### config.mk
export PLATFORM = sky130hd
export DESIGN_NAME = vacuum_grip_supervisor_unit
export DESIGN_NICKNAME = d
export VERILOG_FILES = /design/src/hdl/vgs_pkg.sv /design/src/hdl/vgs_fsm.sv /design/src/hdl/vacuum_grip_supervisor_unit.sv
export SDC_FILE = /design/constraint.sdc
export NUM_CORES = 1
export LEC_CHECK = 0
export BUFFER_PORTS_ARGS = -buffer_cell sky130_fd_sc_hd__buf_2
export CAP_MARGIN = 25
export CORE_ASPECT_RATIO = 2
export CORE_UTILIZATION = 40
export CTS_CLUSTER_SIZE = 28
export DETAILED_ROUTE_END_ITERATION = 16
export RECOVER_POWER = 50
export REMOVE_ABC_BUFFERS = 1
export SLEW_MARGIN = 10
export SYNTH_ARGS = -nofsm -noshare
export SYNTH_HDL_FRONTEND = slang
export SYNTH_SLANG_ARGS = --single-unit
### constraint.sdc
create_clock -name clk -period 6.85 [get_ports clk]
set_input_delay 0.685 -clock clk [delete_from_list [all_inputs] [get_ports clk]]
set_output_delay 0.685 -clock clk [all_outputs]
set_load 0.05 [all_outputs]
### src/hdl/vgs_pkg.sv
// Package for the vacuum grip supervisor: configuration and result types,
// command codes, register indexes and reset values.
// No dependencies; used by vgs_fsm and vacuum_grip_supervisor_unit.
package vgs_pkg;

  // Command codes on the input channel.
  localparam logic [1:0] CMD_NONE   = 2'd0;
  localparam logic [1:0] CMD_START  = 2'd1;
  localparam logic [1:0] CMD_STOP   = 2'd2;
  localparam logic [1:0] CMD_WARMUP = 2'd3;

  // Configuration register indexes.
  localparam int unsigned CFG_IDX_WIDTH  = 3;
  localparam int unsigned CFG_DATA_WIDTH = 17;

  localparam logic [CFG_IDX_WIDTH-1:0] REG_WARMUP_LIMIT   = 3'd0;
  localparam logic [CFG_IDX_WIDTH-1:0] REG_LOST_LIMIT     = 3'd1;
  localparam logic [CFG_IDX_WIDTH-1:0] REG_DROP_THRESHOLD = 3'd2;
  localparam logic [CFG_IDX_WIDTH-1:0] REG_PAIR_THRESHOLD = 3'd3;
  localparam logic [CFG_IDX_WIDTH-1:0] REG_RELEASE_THRESH = 3'd4;
  localparam logic [CFG_IDX_WIDTH-1:0] REG_ON_DUTY        = 3'd5;

  localparam logic [6:0] DUTY_MAX = 7'd100;

  typedef struct packed {
    logic [9:0]  warmup_limit;
    logic [3:0]  lost_limit;
    logic [15:0] drop_threshold;
    logic [16:0] drop_pair_threshold;
    logic [15:0] release_threshold;
    logic [6:0]  on_duty;
  } cfg_t;

  localparam cfg_t CFG_RESET = '{
    warmup_limit:        10'd600,
    lost_limit:          4'd5,
    drop_threshold:      16'd4,
    drop_pair_threshold: 17'd5,
    release_threshold:   16'd1,
    on_duty:             7'd100
  };

  typedef struct packed {
    logic [2:0] mode;
    logic       mode_entered;
    logic       drive_write;
    logic [6:0] drive_duty;
  } result_t;

endpackage

### src/hdl/vgs_fsm.sv
// Supervisor state machine: mode, peak count, previous drop and tick counters.
// Computes one result per step from the current item and advances its state.
// Depends on vgs_pkg.
module vgs_fsm #(
  parameter int COUNT_WIDTH = 16
) (
  input  logic                          clk,
  input  logic                          rst_n,
  input  logic                          step,
  input  vgs_pkg::cfg_t                 cfg,
  input  logic [1:0]                    cmd,
  input  logic signed [COUNT_WIDTH-1:0] encoder_value,
  input  logic signed [15:0]            speed,
  output vgs_pkg::result_t              res
);

  // Compare width: holds the sum of two drops and every threshold as signed.
  localparam int SW = (COUNT_WIDTH + 2 > 18) ? COUNT_WIDTH + 2 : 18;

  typedef enum logic [2:0] {
    ST_OFF    = 3'd0,
    ST_WARMUP = 3'd1,
    ST_ON     = 3'd2,
    ST_SUCKED = 3'd3,
    ST_LOST   = 3'd4,
    ST_INIT   = 3'd5
  } mode_t;

  mode_t                         mode_r, mode_nxt;
  mode_t                         last_mode_r;
  logic signed [COUNT_WIDTH-1:0] peak_r, peak_nxt;
  logic signed [COUNT_WIDTH:0]   last_drop_r, last_drop_nxt;
  logic [9:0]                    warm_r, warm_nxt;
  logic [3:0]                    lost_r, lost_nxt;

  logic signed [COUNT_WIDTH:0]   drop;
  logic signed [SW-1:0]          drop_w, pair_w, th_w, pair_th_w, rel_th_w;
  logic                          still;
  logic                          keep_prev;
  logic                          entered;
  logic                          wr;
  logic [6:0]                    duty;

  // The drop is measured against the peak as it stood before this item.
  assign drop      = {peak_r[COUNT_WIDTH-1], peak_r}
                   - {encoder_value[COUNT_WIDTH-1], encoder_value};
  assign drop_w    = {{(SW-COUNT_WIDTH-1){drop[COUNT_WIDTH]}}, drop};
  assign pair_w    = drop_w + {{(SW-COUNT_WIDTH-1){last_drop_r[COUNT_WIDTH]}}, last_drop_r};
  assign th_w      = {{(SW-16){1'b0}}, cfg.drop_threshold};
  assign pair_th_w = {{(SW-17){1'b0}}, cfg.drop_pair_threshold};
  assign rel_th_w  = {{(SW-16){1'b0}}, cfg.release_threshold};
  assign still     = (speed == 16'sd0);

  always_comb begin
    mode_nxt  = mode_r;
    peak_nxt  = peak_r;
    warm_nxt  = warm_r;
    lost_nxt  = lost_r;
    keep_prev = 1'b0;
    wr        = 1'b0;
    duty      = 7'd0;

    unique case (mode_r)
      ST_WARMUP: begin
        if (cmd == vgs_pkg::CMD_START) begin
          mode_nxt  = ST_ON;
          warm_nxt  = 10'd0;
          keep_prev = 1'b1;
        end else if (cmd == vgs_pkg::CMD_STOP || warm_r > cfg.warmup_limit) begin
          mode_nxt  = ST_OFF;
          warm_nxt  = 10'd0;
          keep_prev = 1'b1;
        end
      end
      ST_OFF: begin
        if (cmd == vgs_pkg::CMD_WARMUP) begin
          mode_nxt  = ST_WARMUP;
          keep_prev = 1'b1;
        end else if (cmd == vgs_pkg::CMD_START) begin
          mode_nxt  = ST_ON;
          keep_prev = 1'b1;
        end
      end
      ST_ON: begin
        if (cmd == vgs_pkg::CMD_STOP) begin
          mode_nxt  = ST_OFF;
          keep_prev = 1'b1;
        end else begin
          if (encoder_value > peak_r) peak_nxt = encoder_value;
          if (pair_w >= pair_th_w || drop_w >= th_w) mode_nxt = ST_SUCKED;
        end
      end
      ST_SUCKED: begin
        if (cmd == vgs_pkg::CMD_STOP) mode_nxt = ST_OFF;
        else if (drop_w <= rel_th_w && still) mode_nxt = ST_LOST;
      end
      ST_LOST: begin
        if (cmd == vgs_pkg::CMD_STOP) mode_nxt = ST_OFF;
        // The counter survives a stop and is cleared only by the timeout.
        if (lost_r > cfg.lost_limit) begin
          mode_nxt = ST_OFF;
          lost_nxt = 4'd0;
        end
      end
      default: mode_nxt = ST_OFF;
    endcase

    last_drop_nxt = keep_prev ? last_drop_r : drop;
    entered       = (mode_nxt != last_mode_r);

    unique case (mode_nxt)
      ST_WARMUP: begin
        if (entered) begin
          wr   = 1'b1;
          duty = cfg.on_duty;
        end
        if (warm_nxt != 10'h3FF) warm_nxt = warm_nxt + 10'd1;
      end
      ST_OFF: begin
        if (entered) begin
          peak_nxt = '0;
          wr       = 1'b1;
        end
      end
      ST_ON: begin
        if (entered) begin
          wr   = 1'b1;
          duty = cfg.on_duty;
        end
      end
      ST_LOST: begin
        if (lost_nxt != 4'hF) lost_nxt = lost_nxt + 4'd1;
      end
      default: ;
    endcase
  end

  assign res.mode         = mode_nxt;
  assign res.mode_entered = entered;
  assign res.drive_write  = wr;
  assign res.drive_duty   = duty;

  always_ff @(posedge clk) begin
    if (!rst_n) begin
      mode_r      <= ST_OFF;
      last_mode_r <= ST_INIT;
      peak_r      <= '0;
      last_drop_r <= '0;
      warm_r      <= 10'd0;
      lost_r      <= 4'd0;
    end else if (step) begin
      mode_r      <= mode_nxt;
      last_mode_r <= mode_nxt;
      peak_r      <= peak_nxt;
      last_drop_r <= last_drop_nxt;
      warm_r      <= warm_nxt;
      lost_r      <= lost_nxt;
    end
  end

  a_write_on_entry: assert property (@(posedge clk) disable iff (!rst_n)
    step && res.drive_write |-> res.mode_entered)
    else $error("pump duty written without a mode change");

  a_last_mode_tracks: assert property (@(posedge clk) disable iff (!rst_n)
    rst_n && step |=> last_mode_r == mode_r)
    else $error("last mode does not follow mode after a step");

  a_off_clears_peak: assert property (@(posedge clk) disable iff (!rst_n)
    rst_n && step && res.mode_entered && mode_nxt == ST_OFF |=> peak_r == '0)
    else $error("peak not cleared on entering off");

  a_hold_when_idle: assert property (@(posedge clk) disable iff (!rst_n)
    rst_n && !step |=> $stable(mode_r) && $stable(peak_r) && $stable(lost_r))
    else $error("supervisor state changed without an item");

  a_warm_zero_outside: assert property (@(posedge clk) disable iff (!rst_n)
    mode_r != ST_WARMUP |-> warm_r == 10'd0)
    else $error("warmup counter nonzero outside warmup");

endmodule

### src/hdl/vacuum_grip_supervisor_unit.sv
// Top level of the vacuum grip supervisor: input register, configuration
// registers, result register and the supervisor state machine.
// Depends on vgs_pkg and vgs_fsm.
// Usage:
//   The input channel (in_valid / in_stall) carries one sensor tick per item:
//   a command, an encoder count and a speed. Each item yields exactly one
//   result item on the output channel (out_valid / out_stall): the mode after
//   the tick, whether the mode changed, and an optional pump duty write.
//   An accepted item waits in the input register; its result is loaded
//   into the result register when that register is empty or being emptied.
//   One item per cycle is taken sustained while the receiver does not stall,
//   as vgs_fsm updates its state once for each item that moves on.
//   When the receiver stalls, the result register holds its item and the
//   input register still takes one more item; further items are stalled
//   until the result is taken.
//   Reset (synchronous, active low) empties both registers, loads the
//   configuration defaults and puts the supervisor in off, so the first
//   item always reports a mode entry.
//   Configuration must be written through cfg_we / cfg_index / cfg_wdata
//   only while no item is in flight; the unit itself does not enforce it.
module vacuum_grip_supervisor_unit #(
  parameter int COUNT_WIDTH = 16
) (
  input  logic                                   clk,
  input  logic                                   rst_n,

  input  logic                                   cfg_we,
  input  logic [vgs_pkg::CFG_IDX_WIDTH-1:0]      cfg_index,
  input  logic [vgs_pkg::CFG_DATA_WIDTH-1:0]     cfg_wdata,

  input  logic                                   in_valid,
  output logic                                   in_stall,
  input  logic [1:0]                             in_cmd,
  input  logic signed [COUNT_WIDTH-1:0]          in_encoder_value,
  input  logic signed [15:0]                     in_speed,

  output logic                                   out_valid,
  input  logic                                   out_stall,
  output logic [2:0]                             out_mode,
  output logic                                   out_mode_entered,
  output logic                                   out_drive_write,
  output logic [6:0]                             out_drive_duty
);

  vgs_pkg::cfg_t                 cfg_r;
  logic [6:0]                    duty_wr;

  logic                          in_vld_r;
  logic [1:0]                    cmd_r;
  logic signed [COUNT_WIDTH-1:0] enc_r;
  logic signed [15:0]            speed_r;

  logic                          out_vld_r;
  vgs_pkg::result_t              res_r;
  vgs_pkg::result_t              res;

  logic                          advance;

  // Duty above the full-scale percentage is held at full scale.
  assign duty_wr = (cfg_wdata[6:0] > vgs_pkg::DUTY_MAX) ? vgs_pkg::DUTY_MAX : cfg_wdata[6:0];

  always_ff @(posedge clk) begin
    if (!rst_n) begin
      cfg_r <= vgs_pkg::CFG_RESET;
    end else if (cfg_we) begin
      unique case (cfg_index)
        vgs_pkg::REG_WARMUP_LIMIT:   cfg_r.warmup_limit        <= cfg_wdata[9:0];
        vgs_pkg::REG_LOST_LIMIT:     cfg_r.lost_limit          <= cfg_wdata[3:0];
        vgs_pkg::REG_DROP_THRESHOLD: cfg_r.drop_threshold      <= cfg_wdata[15:0];
        vgs_pkg::REG_PAIR_THRESHOLD: cfg_r.drop_pair_threshold <= cfg_wdata[16:0];
        vgs_pkg::REG_RELEASE_THRESH: cfg_r.release_threshold   <= cfg_wdata[15:0];
        vgs_pkg::REG_ON_DUTY:        cfg_r.on_duty             <= duty_wr;
        default: ;
      endcase
    end
  end

  // An item moves on when the result register is empty or being emptied.
  assign advance  = in_vld_r && (!out_vld_r || !out_stall);
  assign in_stall = in_vld_r && !advance;

  always_ff @(posedge clk) begin
    if (!rst_n) begin
      in_vld_r <= 1'b0;
    end else if (!in_stall) begin
      in_vld_r <= in_valid;
    end
  end

  always_ff @(posedge clk) begin
    if (in_valid && !in_stall) begin
      cmd_r   <= in_cmd;
      enc_r   <= in_encoder_value;
      speed_r <= in_speed;
    end
  end

  vgs_fsm #(
    .COUNT_WIDTH (COUNT_WIDTH)
  ) u_fsm (
    .clk           (clk),
    .rst_n         (rst_n),
    .step          (advance),
    .cfg           (cfg_r),
    .cmd           (cmd_r),
    .encoder_value (enc_r),
    .speed         (speed_r),
    .res           (res)
  );

  always_ff @(posedge clk) begin
    if (!rst_n) begin
      out_vld_r <= 1'b0;
    end else if (advance) begin
      out_vld_r <= 1'b1;
    end else if (!out_stall) begin
      out_vld_r <= 1'b0;
    end
  end

  always_ff @(posedge clk) begin
    if (advance) begin
      res_r <= res;
    end
  end

  assign out_valid        = out_vld_r;
  assign out_mode         = res_r.mode;
  assign out_mode_entered = res_r.mode_entered;
  assign out_drive_write  = res_r.drive_write;
  assign out_drive_duty   = res_r.drive_duty;

endmodule
==> metrics.cfg <==
[detailed_routing]
drtAntennaViolNets = 0
vias_per_cell = 5.45
avgRoutedWirePerCell_um = 17.4
dr.first_iter.drc_count = 410
detail_route.first_pass.iterations = 9
drc_errors = 0
vias = 7992
finalWirelength_um = 25500

[synth]
post-synth-top-area-cell = sky130_fd_sc_hd__dfxtp_1
synth_warnings = 0
commonest_register_cell_after_synthesis = sky130_fd_sc_hd__dfxtp_1
synth_top_cells_by_area = sky130_fd_sc_hd__dfxtp_1 26%, sky130_fd_sc_hd__edfxtp_1 14%, sky130_fd_sc_hd__ha_1 13%
ys_types = 74
synth_seq_area_share = 0.401
synth_most_common_cell = sky130_fd_sc_hd__nand2_1
synth_seq_cells = 170
synth_edf_count = 46
syn_area_um2 = 9620
mean_area_per_synthesized_cell_um2 = 8.80
synthCells = 1094
synth.cells.most_frequent = 164 x sky130_fd_sc_hd__nand2_1, 124 x sky130_fd_sc_hd__dfxtp_1, 103 x sky130_fd_sc_hd__ha_1
yosys.area.top_type_share = 0.258
async_flop_share = 0

[critical_path]
critical_path_source_type = flop
timing.critical_path.to_type = flop
rrSetupSlack_ps = 960
rr_startpoint = enc_r[0]
crit_arrival_ps = 6070
crit_path_max_fanout = 8
timing.setup.critical_path_class = flop to flop
worst_setup_path_startpoint = enc_r[0]
cp_data_required_time_ps = 7030

[run_status]
status = finished, violations left
failed_checks = max-capacitance violations, max-slew violations

[cells_and_area]
design_area_um2 = 10900
fin_nets = 1329
num-fill-cells = 2376
post_synthesis_to_final_layout_area_growth_pct = 13.5
finish.cell_count_without_fillers = 1467
drive_above_1_share = 0.104

[floorplanning]
floorplan.die.height_um = 221
die-area_um2 = 24700
floorplan.io_pins = 73
design.core.area_um2 = 23700
fp-row-count = 80
dieWidth_um = 112
effective_utilization_at_floorplan = 0.406

[place]
dpl.hpwl_um = 19300
place_area_um2 = 10300
place.port_buffers = 72
placedCellCount = 1433
pre_cts_ws_ps = 974
gp_congestion = 0.867

[clocking]
cts-root-buf = sky130_fd_sc_hd__clkbuf_16
tritoncts = built
post_cts.resized_instances = 0
worst_setup_hold_path_clk_slew_ps = 60
clk_latency_ps = 460
cts-hold-fix-buffers = 0
post-cts-setup-buffer-count = 0
numClockSinks = 170
numCtsBuffers = 17
htree_levels = 4
cts-root-to-sink-buffers = 2

[timing]
final_max_slew_viol_count = 125
actual_transition_at_the_worst_max_transition_pin_ps = 4360
rsz0062_at_grt = no
skew_ps = 11.5
timing.max_slew.rel_slack = -1.91
timing_hold_violations_final = 0
final_min_period_over_clock_period = 0.860
setup_violations = 0
setup_tns_ps = 0
timing.fmax_mhz = 170
postLayoutSetupSlackWorst_ps = 959
final_period_minus_worst_setup_slack_ps = 5890

[global_route]
met2_usage = 0.414
use_met1 = 0.191
use_met3 = 0.0441
antenna_found_initial = 2
first_global_vias = 7880
grt_remaining_overflow = 0
grt_start_max_net_pins = 90
grt.busiest_layer = met2
grtUsageTotal = 0.214
wire_length_of_the_first_global_routing_pass_um = 40000

[worst_hold_path]
min_path_type = input port to flop
hold_path_startpoint = in_encoder_value[8]

[power_and_ir_drop]
pleak_uw = 0.00448
irDropWorstVdd_uv = 163
power_density_nw_per_um2 = 225

[job]
maxCapViolations = 2

power by group:
group          total (uW)  switching [uW]  internal [uW]
registers            1090            20.7           1070
clock network        1030             428            598
logic                 341             215            126
total                2460             664           1790
cells by family (layout without fill, tap and decap cells):
logic type               count (synthesis)  count (layout)  synth area share
buffers and inverters                  138             222            0.0553
multiplexers                            19              19            0.0198
AO/OA/AOI/OAI                          276             276             0.189
other                                    0               2                 0
adder cells (fa/ha/maj)                105             105             0.138
AND/OR/NAND/NOR                        361             361             0.174
XOR/XNOR                                25              25            0.0228
flip-flops                             170             170             0.401
flip-flops by register name, summed over array words and instances (netlist names):
signal	count
out_drive_write	1
out_mode	3
enc_r	16
u_fsm.last_mode_r	3
u_fsm.warm_r	10
u_fsm.last_drop_r	17
out_drive_duty	7
u_fsm.mode_r	2
cmd_r	2
speed_r	16
u_fsm.lost_r	4
out_valid	1
in_vld_r	1
out_mode_entered	1
cfg_r	70
u_fsm.peak_r	16
worst max-delay path: stages (launching register included):
cell and delay (ps):
sky130_fd_sc_hd__edfxtp_1 390, sky130_fd_sc_hd__ha_1 240, sky130_fd_sc_hd__fa_1 440, sky130_fd_sc_hd__nor2b_4 130, sky130_fd_sc_hd__o31a_1 180, sky130_fd_sc_hd__nor2_1 50, sky130_fd_sc_hd__nor2_1 90, sky130_fd_sc_hd__nor2_1 60
sky130_fd_sc_hd__xnor2_1 120, sky130_fd_sc_hd__buf_4 150, sky130_fd_sc_hd__ha_1 220, sky130_fd_sc_hd__or3_1 400, sky130_fd_sc_hd__o211ai_1 230, sky130_fd_sc_hd__a31oi_1 170, sky130_fd_sc_hd__a31o_2 290, sky130_fd_sc_hd__a21o_1 170
sky130_fd_sc_hd__a21oi_1 160, sky130_fd_sc_hd__xnor2_1 90, sky130_fd_sc_hd__ha_1 310, sky130_fd_sc_hd__nand4_1 80, sky130_fd_sc_hd__a211oi_1 170, sky130_fd_sc_hd__o21ai_0 110, sky130_fd_sc_hd__and3_1 160, sky130_fd_sc_hd__a311oi_1 360
sky130_fd_sc_hd__o311a_1 270, sky130_fd_sc_hd__o2bb2ai_1 420, sky130_fd_sc_hd__o2bb2ai_1 150
final cells by class:
cell class	count	area, um^2	share of cell area
multi-input combinational	786	5240	0.480
sequential	170	3860	0.354
clock buffer	19	454	0.0416
timing repair buffer	88	453	0.0415
inverter	102	383	0.0351
tap	287	359	0.0329
clock inverter	13	161	0.0148
antenna	2	5.00	0.000458
path summary, 6_finish.rpt:
check                                       end  cells past startpoint
worst max register to register  out_drive_write                     26
worst max-delay path            out_drive_write                     26
worst min register to register         cfg_r[4]                      2
worst min-delay path                   enc_r[8]                      1
placed cells by master, fill, tap and decap left out, types with 4 or more instances in the layout:
cell type	count
sky130_fd_sc_hd__nor2_1	72
sky130_fd_sc_hd__nor3_1	14
sky130_fd_sc_hd__nand2b_1	7
sky130_fd_sc_hd__xnor2_1	20
sky130_fd_sc_hd__a31o_2	4
sky130_fd_sc_hd__and2_1	7
sky130_fd_sc_hd__ha_1	103
sky130_fd_sc_hd__o211ai_1	14
sky130_fd_sc_hd__a21oi_1	101
sky130_fd_sc_hd__nand2_1	164
sky130_fd_sc_hd__o21ai_0	38
sky130_fd_sc_hd__clkbuf_1	17
sky130_fd_sc_hd__buf_4	13
sky130_fd_sc_hd__o31ai_1	4
sky130_fd_sc_hd__inv_1	101
sky130_fd_sc_hd__a211oi_1	8
sky130_fd_sc_hd__or2_2	4
sky130_fd_sc_hd__xor2_1	5
sky130_fd_sc_hd__dfxtp_1	124
sky130_fd_sc_hd__nor3b_1	10
sky130_fd_sc_hd__a21o_1	14
sky130_fd_sc_hd__nor2b_1	11
sky130_fd_sc_hd__and3_1	6
sky130_fd_sc_hd__a31oi_1	18
sky130_fd_sc_hd__or3_1	8
sky130_fd_sc_hd__edfxtp_1	46
sky130_fd_sc_hd__o21a_1	10
sky130_fd_sc_hd__nand3_1	24
sky130_fd_sc_hd__mux2i_1	19
sky130_fd_sc_hd__clkbuf_16	18
sky130_fd_sc_hd__nor4_1	7
sky130_fd_sc_hd__a22o_1	16
sky130_fd_sc_hd__buf_2	59
sky130_fd_sc_hd__nand4_1	13
routing by layer:
metal / part of all wire / wire [um] / vias up
met1: 0.35 / 8860 / 3755
met2: 0.57 / 14500 / 143
met5: 0 / 0 / -
li1: - / - / 4030
met4: 0.060 / 1530 / 0
met3: 0.027 / 685 / 64
metrics by stage:
stage	hold slack, ps	util	power, uW
detailed placement	441	0.436	1460
finish	404	0.460	2460
global placement	436	0.436	1450
floorplan	427	-	1330
CTS	380	0.462	2480
global route	380	0.460	2560
Power figures use the tool's default switching activity.
